`src/rtl/tcw_pkg.sv`:
```
// ----------------------------------------------------------------------------
// tcw_pkg
// Shared types, codes and constants of the text console writer.
// ----------------------------------------------------------------------------
`default_nettype none

package tcw_pkg;

   localparam int COL_W       = 7;
   localparam int ROW_W       = 5;
   localparam int BYTE_W      = 8;
   localparam int OP_W        = 2;
   localparam int CSR_INDEX_W = 1;

   // operation codes
   localparam logic [OP_W-1:0] OP_PUT  = 2'd0;
   localparam logic [OP_W-1:0] OP_FILL = 2'd1;
   localparam logic [OP_W-1:0] OP_READ = 2'd2;

   // register indexes
   localparam logic [CSR_INDEX_W-1:0] CSR_ESCAPE_CODE   = 1'd0;
   localparam logic [CSR_INDEX_W-1:0] CSR_DEFAULT_COLOR = 1'd1;

   // character codes
   localparam logic [BYTE_W-1:0] CHAR_NUL       = 8'h00;
   localparam logic [BYTE_W-1:0] CHAR_BACKSPACE = 8'h08;
   localparam logic [BYTE_W-1:0] CHAR_NEWLINE   = 8'h0A;
   localparam logic [BYTE_W-1:0] CHAR_RETURN    = 8'h0D;
   localparam logic [BYTE_W-1:0] CHAR_SPACE     = 8'h20;

   localparam logic [BYTE_W-1:0] ESCAPE_CODE_RESET   = 8'd27;
   localparam logic [BYTE_W-1:0] DEFAULT_COLOR_RESET = 8'd7;

   // how the datapath will finish the item held for execution
   localparam logic [1:0] KIND_SIMPLE = 2'd0;
   localparam logic [1:0] KIND_SWEEP  = 2'd1;
   localparam logic [1:0] KIND_READ   = 2'd2;

   typedef logic [2*BYTE_W-1:0] cell_type;

   typedef struct packed {
      logic [OP_W-1:0]   operation;
      logic [BYTE_W-1:0] data_byte;
      logic [COL_W-1:0]  read_col;
      logic [ROW_W-1:0]  read_row;
   } req_payload_type;

   typedef struct packed {
      logic [COL_W-1:0]  cursor_col;
      logic [ROW_W-1:0]  cursor_row;
      logic [BYTE_W-1:0] active_color;
      logic [BYTE_W-1:0] cell_char;
      logic [BYTE_W-1:0] cell_color;
      logic              scrolled;
   } rsp_payload_type;

   typedef struct packed {
      logic accept;
      logic exec;
      logic sweep_step;
      logic load_rsp;
   } tcw_cmd_type;

   typedef struct packed {
      logic [1:0] kind;
      logic       out_free;
      logic       scan_last;
   } tcw_status_type;

endpackage

`default_nettype wire

```
`src/rtl/tcw_ctrl.sv`:
```
// ----------------------------------------------------------------------------
// tcw_ctrl
// Sequencer: clearing pass, item accept, execute, screen sweeps, result load.
// ----------------------------------------------------------------------------
`default_nettype none

module tcw_ctrl
   import tcw_pkg::*;
(
   input  logic           clock,
   input  logic           reset,
   input  logic           req_valid,
   output logic           req_stall,
   input  tcw_status_type status,
   output tcw_cmd_type    cmd
);

   localparam logic [2:0] S_CLEAR     = 3'd0;
   localparam logic [2:0] S_CLEAR_END = 3'd1;
   localparam logic [2:0] S_IDLE      = 3'd2;
   localparam logic [2:0] S_EXEC      = 3'd3;
   localparam logic [2:0] S_SWEEP     = 3'd4;
   localparam logic [2:0] S_SWEEP_END = 3'd5;
   localparam logic [2:0] S_READ      = 3'd6;

   logic [2:0] state_ff;
   logic [2:0] state_in;

   always_comb begin
      state_in = state_ff;
      cmd      = '0;
      unique case (state_ff)
         S_CLEAR: begin
            cmd.sweep_step = 1'b1;
            if (status.scan_last) begin
               state_in = S_CLEAR_END;
            end
         end
         S_CLEAR_END: begin
            state_in = S_IDLE;
         end
         S_IDLE: begin
            if (req_valid) begin
               cmd.accept = 1'b1;
               state_in   = S_EXEC;
            end
         end
         S_EXEC: begin
            // hold until the result register can take a beat
            if (status.out_free) begin
               cmd.exec = 1'b1;
               case (status.kind)
                  KIND_SWEEP: begin
                     state_in = S_SWEEP;
                  end
                  KIND_READ: begin
                     state_in = S_READ;
                  end
                  default: begin
                     cmd.load_rsp = 1'b1;
                     state_in     = S_IDLE;
                  end
               endcase
            end
         end
         S_SWEEP: begin
            cmd.sweep_step = 1'b1;
            if (status.scan_last) begin
               state_in = S_SWEEP_END;
            end
         end
         S_SWEEP_END: begin
            cmd.load_rsp = 1'b1;
            state_in     = S_IDLE;
         end
         S_READ: begin
            cmd.load_rsp = 1'b1;
            state_in     = S_IDLE;
         end
         default: begin
            state_in = S_IDLE;
         end
      endcase
   end

   always_ff @(posedge clock) begin
      if (reset) begin
         state_ff <= S_CLEAR;
      end else begin
         state_ff <= state_in;
      end
   end

   assign req_stall = (state_ff != S_IDLE);

endmodule

`default_nettype wire

```
`config.mk`:
```
export PLATFORM = sky130hd
export DESIGN_NAME = tcw_ctrl
export DESIGN_NICKNAME = d
export VERILOG_FILES = /design/src/rtl/tcw_pkg.sv /design/src/rtl/tcw_ctrl.sv
export SDC_FILE = /design/constraint.sdc
export NUM_CORES = 1
export LEC_CHECK = 0
export BUFFER_PORTS_ARGS = -buffer_cell sky130_fd_sc_hd__clkbuf_2
export CAP_MARGIN = 15
export CORE_AREA = 2 2 39 41
export DETAILED_ROUTE_END_ITERATION = 7
export DIE_AREA = 0 0 41 43
export PLACE_DENSITY_LB_ADDON = 0.25
export SYNTH_ARGS = -nofsm -noshare
export SYNTH_HDL_FRONTEND = slang
export SYNTH_SLANG_ARGS = --single-unit
```
`constraint.sdc`:
```
create_clock -name clock -period 1 [get_ports clock]
set_clock_uncertainty 0.05 [all_clocks]
set_input_delay 0.1 -clock clock [delete_from_list [all_inputs] [get_ports clock]]
set_output_delay 0.1 -clock clock [all_outputs]
set_load 0.01 [all_outputs]
```
Word level (Yosys, flattened, before mapping)
Cells that the tools add are included.
W data, S select, Z words.
- eq/ne operators: 12
- muxes and demuxes: 14
- reductions and logical operators: 5
- operators by type and width (cell ; number):
    $mux W3 ; 4
    $pmux W3 S4 ; 1
    $eq A3 B3 Y1 const B ; 3
    $ne A2 B2 Y1 const B ; 4
    $mux W1 ; 7
    $eq A3 B2 Y1 const B ; 2
    $pmux W3 S2 ; 1
    $reduce_or A2 Y1 ; 3
    $reduce_and A4 Y1 ; 1
    $logic_not A3 Y1 ; 1
    $ne A3 B2 Y1 const B ; 1
    $eq A2 B1 Y1 const B ; 1
    $eq A2 B2 Y1 const B ; 1
    $pmux W1 S2 ; 1
- register bits after elaboration: 3
- bits of input ports: 7
- output and inout port bits: 5
- word-level logic and storage cells: 32

Logic depth before layout (Yosys ltp)
Gate-level depths: netlist (run 1).
- depth after elaboration: 5
- depth in mapped cells: 5
- depth with buffers taken out: 5

Worst setup path after synthesis (run 1)
Ideal clock, no wire load.
- kind: register to output
- start: register state_ff[2]
- end: output cmd[3] in the netlist's numbering
- arrival time: 0.907 ns
- path slack: -0.057 ns
- stages on the path, launching flop included: 4
- path through: dfxtp_1 nand2b_1 or2_1 nor2_1
- RTL lines (element ; RTL line ; source):
    start: declaration ; tcw_ctrl.sv:26 ; logic [2:0] state_ff;
    start signal: assignment ; tcw_ctrl.sv:90 ; state_ff <= state_in;
    end: declaration ; tcw_ctrl.sv:15 ; output tcw_cmd_type cmd

==> impl_metrics.csv, run 1 <==
group,metric,value,unit
floorplan,coreArea,1384,um2
detailed_routing,drt-initial-drc-count,2,
global_routing,gr-max-usage-layer,"met2",
placed_design,pre_cts_ws,-94.54,ps
floorplan,ios,12,
floorplan,dieHeight,43,um
synthesis,ys_types,15,
global_routing,grt_max_degree,8,
critical_path,worstPathRequired,850,ps
critical_path,reg2reg_to,"state_ff[2]",
cts,cts_tree,"built",
hold_path,hold_class,"primary input to flip-flop",
detailed_routing,vias,253,
critical_path,crit_buf_inv,1,
layout,top_regs,"state_ff x3",
critical_path,endpoint,"cmd[3]",
critical_path,path_class,"flip-flop to output port",
cts,root_buffer,"clkbuf_4",
critical_path,slowest_delay,330,ps
synthesis,synth_top_cell_by_area,"dfxtp_1",
cts,cts_inserted_buffers,3,
cts,h-tree-depth,1,
timing,worst_hold_slack,49.60,ps
layout,diodes,0,
synthesis,ys_warn_count,0,
cts,insertion_delay,230,ps
critical_path,reg2reg_slack,-40,ps
placed_design,dp_hpwl,413.9,um
timing,fin_crit,1263,ps
layout,largest_register_ffs,3,
cts,cts_max_path_buffers,2,
global_routing,grt_antenna_before_repair,0,
outcome,outcome,"finished, violations left",
critical_path,regToRegStartpoint,"state_ff[1]",
global_routing,global_route.usage.total,8.417,%
synthesis,synth_cells,23,
critical_path,cp.depth,4,
critical_path,r2r_cells,4,
synthesis,yosys_register_bits,3,
power_and_ir_drop,p_leak,0.0002034,uW
timing,setup_tns,-926.7,ps
floorplan,start_util,14.65,%
layout,fin_nets,56,
layout,drive_above_1_share,72.34,%
timing,hold_violations,0,
synthesis,ys_top_cells_by_area,"dfxtp_1, inv_1, and4b_4",
timing,tightest_slew,115.7,ps
synthesis,syn_nets,31,
detailed_routing,dr.pass1.iters,2,
layout,regMostFlops,"state_ff",
layout,fin_area,435.4,um2
layout,fillers,153,
layout,layout_common_cells,"clkbuf_2, buf_6, buf_4, inv_1, clkbuf_4",
critical_path,crit_path_end_kind,"output port",
placed_design,finalWeightedCongestion,0.5967,
critical_path,path_max_fanout,5,
timing,fmax,0.7920,GHz
global_routing,grt_pass1_wl,931,um
detailed_routing,post_drt_wl_per_cell,9.349,um
timing,final-setup-viol-count,6,
layout,final_core_util,31.46,%
synthesis,yosys.area.top_type_share,29.63,%
timing,finalWorstSetupSlack,-262.7,ps
timing,slew_viol_final,0,
critical_path,startpoint,"state_ff[2]",
global_routing,grt_util_met2,13.44,%
critical_path,critPathLaunchType,"flip-flop",
detailed_routing,post-route-drc-count,0,
global_routing,grt_use_met1,7.348,%
critical_path,crit_family,"simple AND/OR/NAND/NOR gates",
run,cap_viol_max_count,0,
outcome,violations,"setup timing",
timing,relSlewSlack,92.07,%
detailed_routing,vias_per_cell,4.016,
critical_path,crit_path_cell_trace,"nand2b_4 -> or2_4 -> nor2_4 -> buf_6",
cts,cts_sinks,3,
global_routing,grt_pass1_vias,264,
synthesis,yosysSeqAreaShare,29.63,%
layout,syn2layout_area_growth,114.8,%
detailed_routing,drtAntennaViolNets,0,
critical_path,slowest_stage,"dfxtp_2",
global_routing,grt_overflow,0,
floorplan,fp-row-count,14,
cts,path_clk_slew,40,ps
floorplan,die_area,1763,um2
timing,post-route-period-util,126.3,%
power_and_ir_drop,powerDensity,1210,nW/um2
critical_path,worst_ep_arrival_time,1110,ps
synthesis,syn-cell-area,202.7,um2
synthesis,syn_area_per_cell,8.813,um2
cts,cts_hold_buf,0,
placed_design,portBuffers,11,
detailed_routing,drt-total-wl,589,um
global_routing,grtUsageMet3,4.712,%
power_and_ir_drop,ir_drop,0.0005254,V
timing,grt_setup_unrepaired,"yes",
floorplan,die_w,41,um
placed_design,place_area,325.3,um2
final cells by class:
cell class / count / area [um2] / share of cell area, %
Clock buffer: 4 / 26.28 / 6.034
Tap cell: 16 / 20.02 / 4.598
Sequential cell: 3 / 68.82 / 15.80
Inverter: 4 / 15.01 / 3.448
Multi-Input combinational cell: 16 / 152.6 / 35.06
Timing Repair Buffer: 20 / 152.6 / 35.06
Yosys cell counts:
master    n
nand4b_1  1
a22oi_2   1
a21oi_1   1
nor2_1    3
inv_1     4
a31oi_1   1
nand2b_1  2
dfxtp_1   3
and4b_4   1
ha_1      1
or2_1     1
mux2i_1   1
a32o_1    1
a211oi_2  1
nor2_2    1
stage by stage:
stage               instances  total power [uW]
global placement           55             268.6
finish                     63             527.0
floorplan                  23             206.5
CTS                        62             512.3
detailed placement         55             266.9
global route               63             564.4
worst register-to-register path: stages, from the launching register on:
cell and delay, ps:
dfxtp_4 350, and4b_4 220, buf_6 120, a22oi_2 150, nor2_2 40
cells by family (layout without fill, tap and decap cells):
logic type | after synthesis | after routing | share of synthesized area [%]
fa+ha+maj | 1 | 1 | 6.172
flops | 3 | 3 | 29.63
compound gates | 5 | 5 | 22.84
buf+inv | 4 | 28 | 7.405
mux | 1 | 1 | 4.938
simple gates | 9 | 9 | 29.01
routing by layer:
layer / share of wire, % / vias to the layer above / wire length (um)
met5: 0 / - / 0
met2: 54 / 5 / 319
met3: 4.8 / 2 / 28
li1: - / 131 / -
met1: 40 / 115 / 236
met4: 0.68 / 0 / 4
timing repair:
action                                  CTS  global route
buffers inserted                          3             1
resized for setup                         8            11
pin swaps                                 5             4
cloned                                    0             0
endpoints found under the setup margin    6             8
worst min path at each step:
stage	from	to	cells past startpoint	slack, ps
final	reset	state_ff[1]	2	50
after detailed placement	reset	state_ff[2]	2	300
after CTS	reset	state_ff[1]	2	40
after floorplan	reset	state_ff[1]	1	110
after global routing	reset	state_ff[1]	2	50
after global placement	reset	state_ff[2]	2	300
power breakdown:
group	internal [uW]	total [uW]	leakage, uW	switching [uW]
Sequential	131	148	0.0000264	17.6
Combinational	103	173	0.000162	70.0
Clock	149	206	0.0000150	56.7
(Power assumes the default switching activity.)
==> run 2: changes to the inputs <==
Settings changed: CORE_AREA 2 2 39 41 to 8 8 45 47, DIE_AREA 0 0 41 43 to 0 0 53 55.
==> impl_metrics.csv, run 2 (synthesis results as in run 1) <==
group,metric,value,unit
floorplan,ios,12,
timing,final-setup-viol-count,5,
timing,relSlewSlack,91.28,%
timing,post-route-period-util,127.8,%
timing,finalWorstSetupSlack,-278.0,ps
power_and_ir_drop,p_leak,0.0001942,uW
floorplan,start_util,14.65,%
timing,fin_crit,1278,ps
cts,insertion_delay,230,ps
layout,multi_input_area,152.6,um2
cts,cts_hold_buf,0,
critical_path,path_max_fanout,5,
placed_design,placed_cells,55,
critical_path,regToRegStartpoint,"state_ff[1]",
layout,regArea,68.82,um2
detailed_routing,drtAntennaViolNets,0,
layout,layout_common_cells,"buf_4, clkbuf_2, inv_1, buf_6, clkbuf_4",
layout,final_common_cell,"buf_4",
detailed_routing,post_drt_wl_per_cell,10.02,um
detailed_routing,vias,247,
layout,fillers,160,
power_and_ir_drop,ir_drop,0.0005116,V
power_and_ir_drop,p_comb_share,31.1,%
critical_path,worst_ep_arrival_time,1130,ps
critical_path,crit_path_cell_trace,"nand2b_4 -> or2_4 -> nor2_4 -> buf_6",
layout,top_regs,"state_ff x3",
critical_path,worstPathRequired,850,ps
hold_path,min_from,"reset",
critical_path,slowest_stage,"dfxtp_2",
timing,slew_viol_final,0,
detailed_routing,vias_per_cell,3.984,
cts,h-tree-depth,1,
cts,cts_max_path_buffers,2,
floorplan,die_area,2915,um2
power_and_ir_drop,p_clk_share,40.2,%
global_routing,grt_overflow,0,
global_routing,grt_antenna_before_repair,0,
placed_design,portBuffers,11,
critical_path,crit_path_end_kind,"output port",
outcome,outcome,"finished, violations left",
timing,hold_violations,0,
critical_path,critPathLaunchType,"flip-flop",
global_routing,grt_pass1_vias,262,
power_and_ir_drop,internal_power,378.6,uW
power_and_ir_drop,powerDensity,1243,nW/um2
cts,cts_tree,"built",
power_and_ir_drop,fin_total_pwr,522.5,uW
cts,path_clk_slew,30,ps
timing,fmax,0.7825,GHz
outcome,violations,"setup timing",
global_routing,grt_pass1_wl,1.000,mm
critical_path,path_class,"flip-flop to output port",
power_and_ir_drop,swShare,27.54,%
layout,fin_nets,55,
placed_design,finalWeightedCongestion,0.6832,
detailed_routing,drt-total-wl,621,um
floorplan,die_w,53,um
detailed_routing,dr.pass1.iters,3,
detailed_routing,drt-initial-drc-count,2,
layout,diodes,0,
layout,final_cells,62,
critical_path,slowest_delay,330,ps
power_and_ir_drop,sequentialPowerShare,28.7,%
power_and_ir_drop,p_switching,143.9,uW
timing,setup_tns,-861.6,ps
global_routing,global_route.usage.total,4.915,%
critical_path,startpoint,"state_ff[2]",
global_routing,grt_max_degree,8,
layout,regMostFlops,"state_ff",
run,cap_viol_max_count,0,
cts,root_buffer,"clkbuf_4",
floorplan,fp-row-count,14,
timing,grt_setup_unrepaired,"yes",
hold_path,hold_class,"primary input to flip-flop",
layout,final_core_util,30.38,%
cts,cts_inserted_buffers,3,
cts,cts_sinks,3,
floorplan,coreArea,1384,um2
timing,tightest_slew,127.1,ps
layout,largest_register_ffs,3,
layout,drive_above_1_share,71.74,%
placed_design,pre_cts_ws,-94.86,ps
layout,syn2layout_area_growth,107.4,%
detailed_routing,post-route-drc-count,0,
floorplan,dieHeight,55,um
placed_design,dp_hpwl,528.4,um
-- run 2: changes by cell type in the layout (fill, tap and decap cells not counted), sizes merged --
cell / change
buf: -1
-- run 2: layout make-up --
type | count | share of cell area (%)
Clock buffer | 4 | 6.250
Multi-Input combinational cell | 16 | 36.31
Inverter | 4 | 3.571
Timing Repair Buffer | 19 | 32.74
Tap cell | 16 | 4.762
Sequential cell | 3 | 16.37
-- run 2: power groups by stage --
stage / registers [uW] / clock network (uW) / logic, uW
2_1_floorplan: 142 / 0 / 64.8
3_3_place_gp: 144 / 0 / 124
3_5_place_dp: 144 / 0 / 127
4_1_cts: 148 / 224 / 132
5_1_grt: 151 / 231 / 177
6_report: 150 / 210 / 162
-- run 2: path summary, 6_finish.rpt --
check / depth (start not counted) / slack, ps / end
min reg2reg: 3 / 570 / state_ff[2]
max: 4 / -280 / cmd[3]
min: 2 / 40 / state_ff[1]
max reg2reg: 4 / -10 / state_ff[2]
-- run 2: stage by stage --
| step | hold WS [ps] | instance area, um2 |
|---|---|---|
| after floorplan | 114.6 | 212.7 |
| after global placement | 298.6 | 325.3 |
| after detailed placement | 293.8 | 325.3 |
| after CTS | 33.14 | 372.9 |
| after global routing | 32.96 | 420.4 |
| final | 35.71 | 420.4 |
-- run 2: timing repair --
item | 4_1_cts | 5_1_grt
pin swaps | 3 | 4
setup endpoints to repair | 6 | 8
resized for setup | 5 | 12
buffers inserted | 1 | 2
-- run 2: per-layer routing --
layer	global-route usage, %	vias to the layer above	share of wire [%]
met4	5.172	0	0
met1	3.794	115	33
met2	8.594	4	58
met3	2.406	0	8.2
li1	-	128	-
met5	0	-	0
-- run 2: worst max-delay path: cells and delay by family, from the launching register on --
kind	cells	cell delay, ps
buffers and inverters	1	100
AND/OR/NAND/NOR	3	470
flip-flops	1	330
==> run 3: changes to the inputs <==
Settings changed: SLEW_MARGIN set to 10.
Clock period 1 ns to 1.29 ns, I/O delays scaled along.
==> impl_metrics.csv, run 3 (synthesis results as in run 1) <==
group,metric,value,unit
detailed_routing,dr.pass1.iters,4,
power_and_ir_drop,swShare,30.41,%
floorplan,die_w,53,um
power_and_ir_drop,ir_drop,0.0003866,V
floorplan,fp-row-count,14,
cts,cts_max_path_buffers,2,
floorplan,coreArea,1384,um2
critical_path,critPathLaunchType,"flip-flop",
layout,fillers,157,
critical_path,path_max_fanout,5,
layout,syn2layout_area_growth,70.99,%
layout,layout_common_cells,"clkbuf_2, inv_1, nor2_2, clkbuf_4, buf_2",
outcome,violations,"setup timing",
timing,finalWorstSetupSlack,-69.48,ps
layout,top_regs,"state_ff x3",
placed_design,dp_hpwl,429.8,um
global_routing,grt_max_degree,8,
detailed_routing,drt-initial-drc-count,7,
cts,cts_hold_buf,0,
critical_path,path_class,"flip-flop to output port",
power_and_ir_drop,p_clk_share,47.5,%
power_and_ir_drop,sequentialPowerShare,30.3,%
global_routing,grt_antenna_before_repair,0,
detailed_routing,wl_met1,200,um
floorplan,die_area,2915,um2
detailed_routing,dr_wl_met2,301,um
layout,fin_area,346.6,um2
timing,post-route-period-util,105.4,%
timing,tightest_slew,208.5,ps
power_and_ir_drop,powerDensity,1075,nW/um2
cts,cts_tree,"built",
detailed_routing,route.top_layer_used,"met4",
critical_path,worstPathRequired,1110,ps
global_routing,grt_pass1_vias,241,
outcome,outcome,"finished, violations left",
timing,fmax,0.7356,GHz
timing,slew_viol_final,0,
placed_design,place_area,277.8,um2
detailed_routing,post-route-drc-count,0,
cts,path_clk_slew,40,ps
critical_path,crit_path_end_kind,"output port",
layout,fin_nets,49,
layout,largest_register_ffs,3,
timing,fin_crit,1359,ps
placed_design,pre_cts_ws,159.1,ps
power_and_ir_drop,p_comb_share,22.2,%
cts,cts_sinks,3,
global_routing,global_route.usage.total,4.806,%
layout,regMostFlops,"state_ff",
critical_path,worst_ep_arrival_time,1180,ps
cts,cts_inserted_buffers,3,
timing,final-setup-viol-count,2,
timing,hold_violations,0,
detailed_routing,vias,224,
layout,final_core_util,25.05,%
timing,relSlewSlack,86.09,%
power_and_ir_drop,internal_power,259.2,uW
floorplan,ios,12,
detailed_routing,post_drt_wl_per_cell,10.63,um
floorplan,dieHeight,55,um
critical_path,regToRegStartpoint,"state_ff[2]",
layout,diodes,0,
critical_path,startpoint,"state_ff[2]",
global_routing,grt_overflow,0,
placed_design,portBuffers,11,
hold_path,hold_class,"primary input to flip-flop",
cts,h-tree-depth,1,
detailed_routing,vias_per_cell,4.000,
timing,grt_setup_unrepaired,"yes",
placed_design,finalWeightedCongestion,0.6522,
power_and_ir_drop,p_switching,113.3,uW
detailed_routing,drt-total-wl,595,um
power_and_ir_drop,p_leak,0.0001584,uW
layout,drive_above_1_share,67.50,%
run,cap_viol_max_count,0,
cts,insertion_delay,240,ps
detailed_routing,drtAntennaViolNets,0,
layout,final_common_cell,"clkbuf_2",
cts,root_buffer,"clkbuf_4",
floorplan,start_util,14.65,%
global_routing,grt_pass1_wl,938,um
hold_path,min_from,"reset",
detailed_routing,routed-wl-met3,74,um
## run 3: layout make-up
cell class / count / area [um2] / area share (%)
timing repair buffer: 13 / 76.32 / 22.02
inverter: 4 / 15.01 / 4.332
tap: 16 / 20.02 / 5.776
clock buffer: 4 / 26.28 / 7.581
sequential: 3 / 66.31 / 19.13
multi-input combinational: 16 / 142.6 / 41.16
## run 3: power by group through the flow
| stage | combinational (uW) | sequential, uW | clock (uW) |
|---|---|---|---|
| 2_1_floorplan | 43.8 | 110 | 0 |
| 3_3_place_gp | 74.9 | 112 | 0 |
| 3_5_place_dp | 74.9 | 111 | 0 |
| 4_1_cts | 75.2 | 110 | 180 |
| 5_1_grt | 94.6 | 113 | 200 |
| 6_report | 82.8 | 113 | 177 |
## run 3: final timing paths
path / slack (ps) / end / cells past startpoint
worst max-delay path: -70 / cmd[3] / 4
worst min-delay path: 60 / state_ff[2] / 2
worst min register to register: 570 / state_ff[2] / 3
worst max register to register: 130 / state_ff[2] / 5
## run 3: worst max-delay path, stage by stage, from the launching register on
cell	delay, ps
dfxtp_4	340
nand2b_4	140
or2_4	240
nor2_2	90
buf_2	130
## run 3: repair_timing
action                     4_1_cts  5_1_grt
pin swaps                        0        3
buffers inserted                 0        2
gates resized for setup          1       12
setup endpoints to repair        2        5
## run 3: metal layers
metal,track usage (%),up-vias
met5,0,-
met4,5.172,0
met3,4.813,2
met2,6.836,7
met1,3.490,101
li1,-,114
## run 3: metrics by stage
stage	total power, uW	std cells	TNS, ps	hold slack, ps
floorplan	153.3	23	0	143.6
global placement	187.0	50	0	327.2
detailed placement	186.3	50	0	320.3
CTS	365.3	54	-77.70	61.75
global route	408.3	56	-311.8	58.89
finish	372.5	56	-103.7	60.75
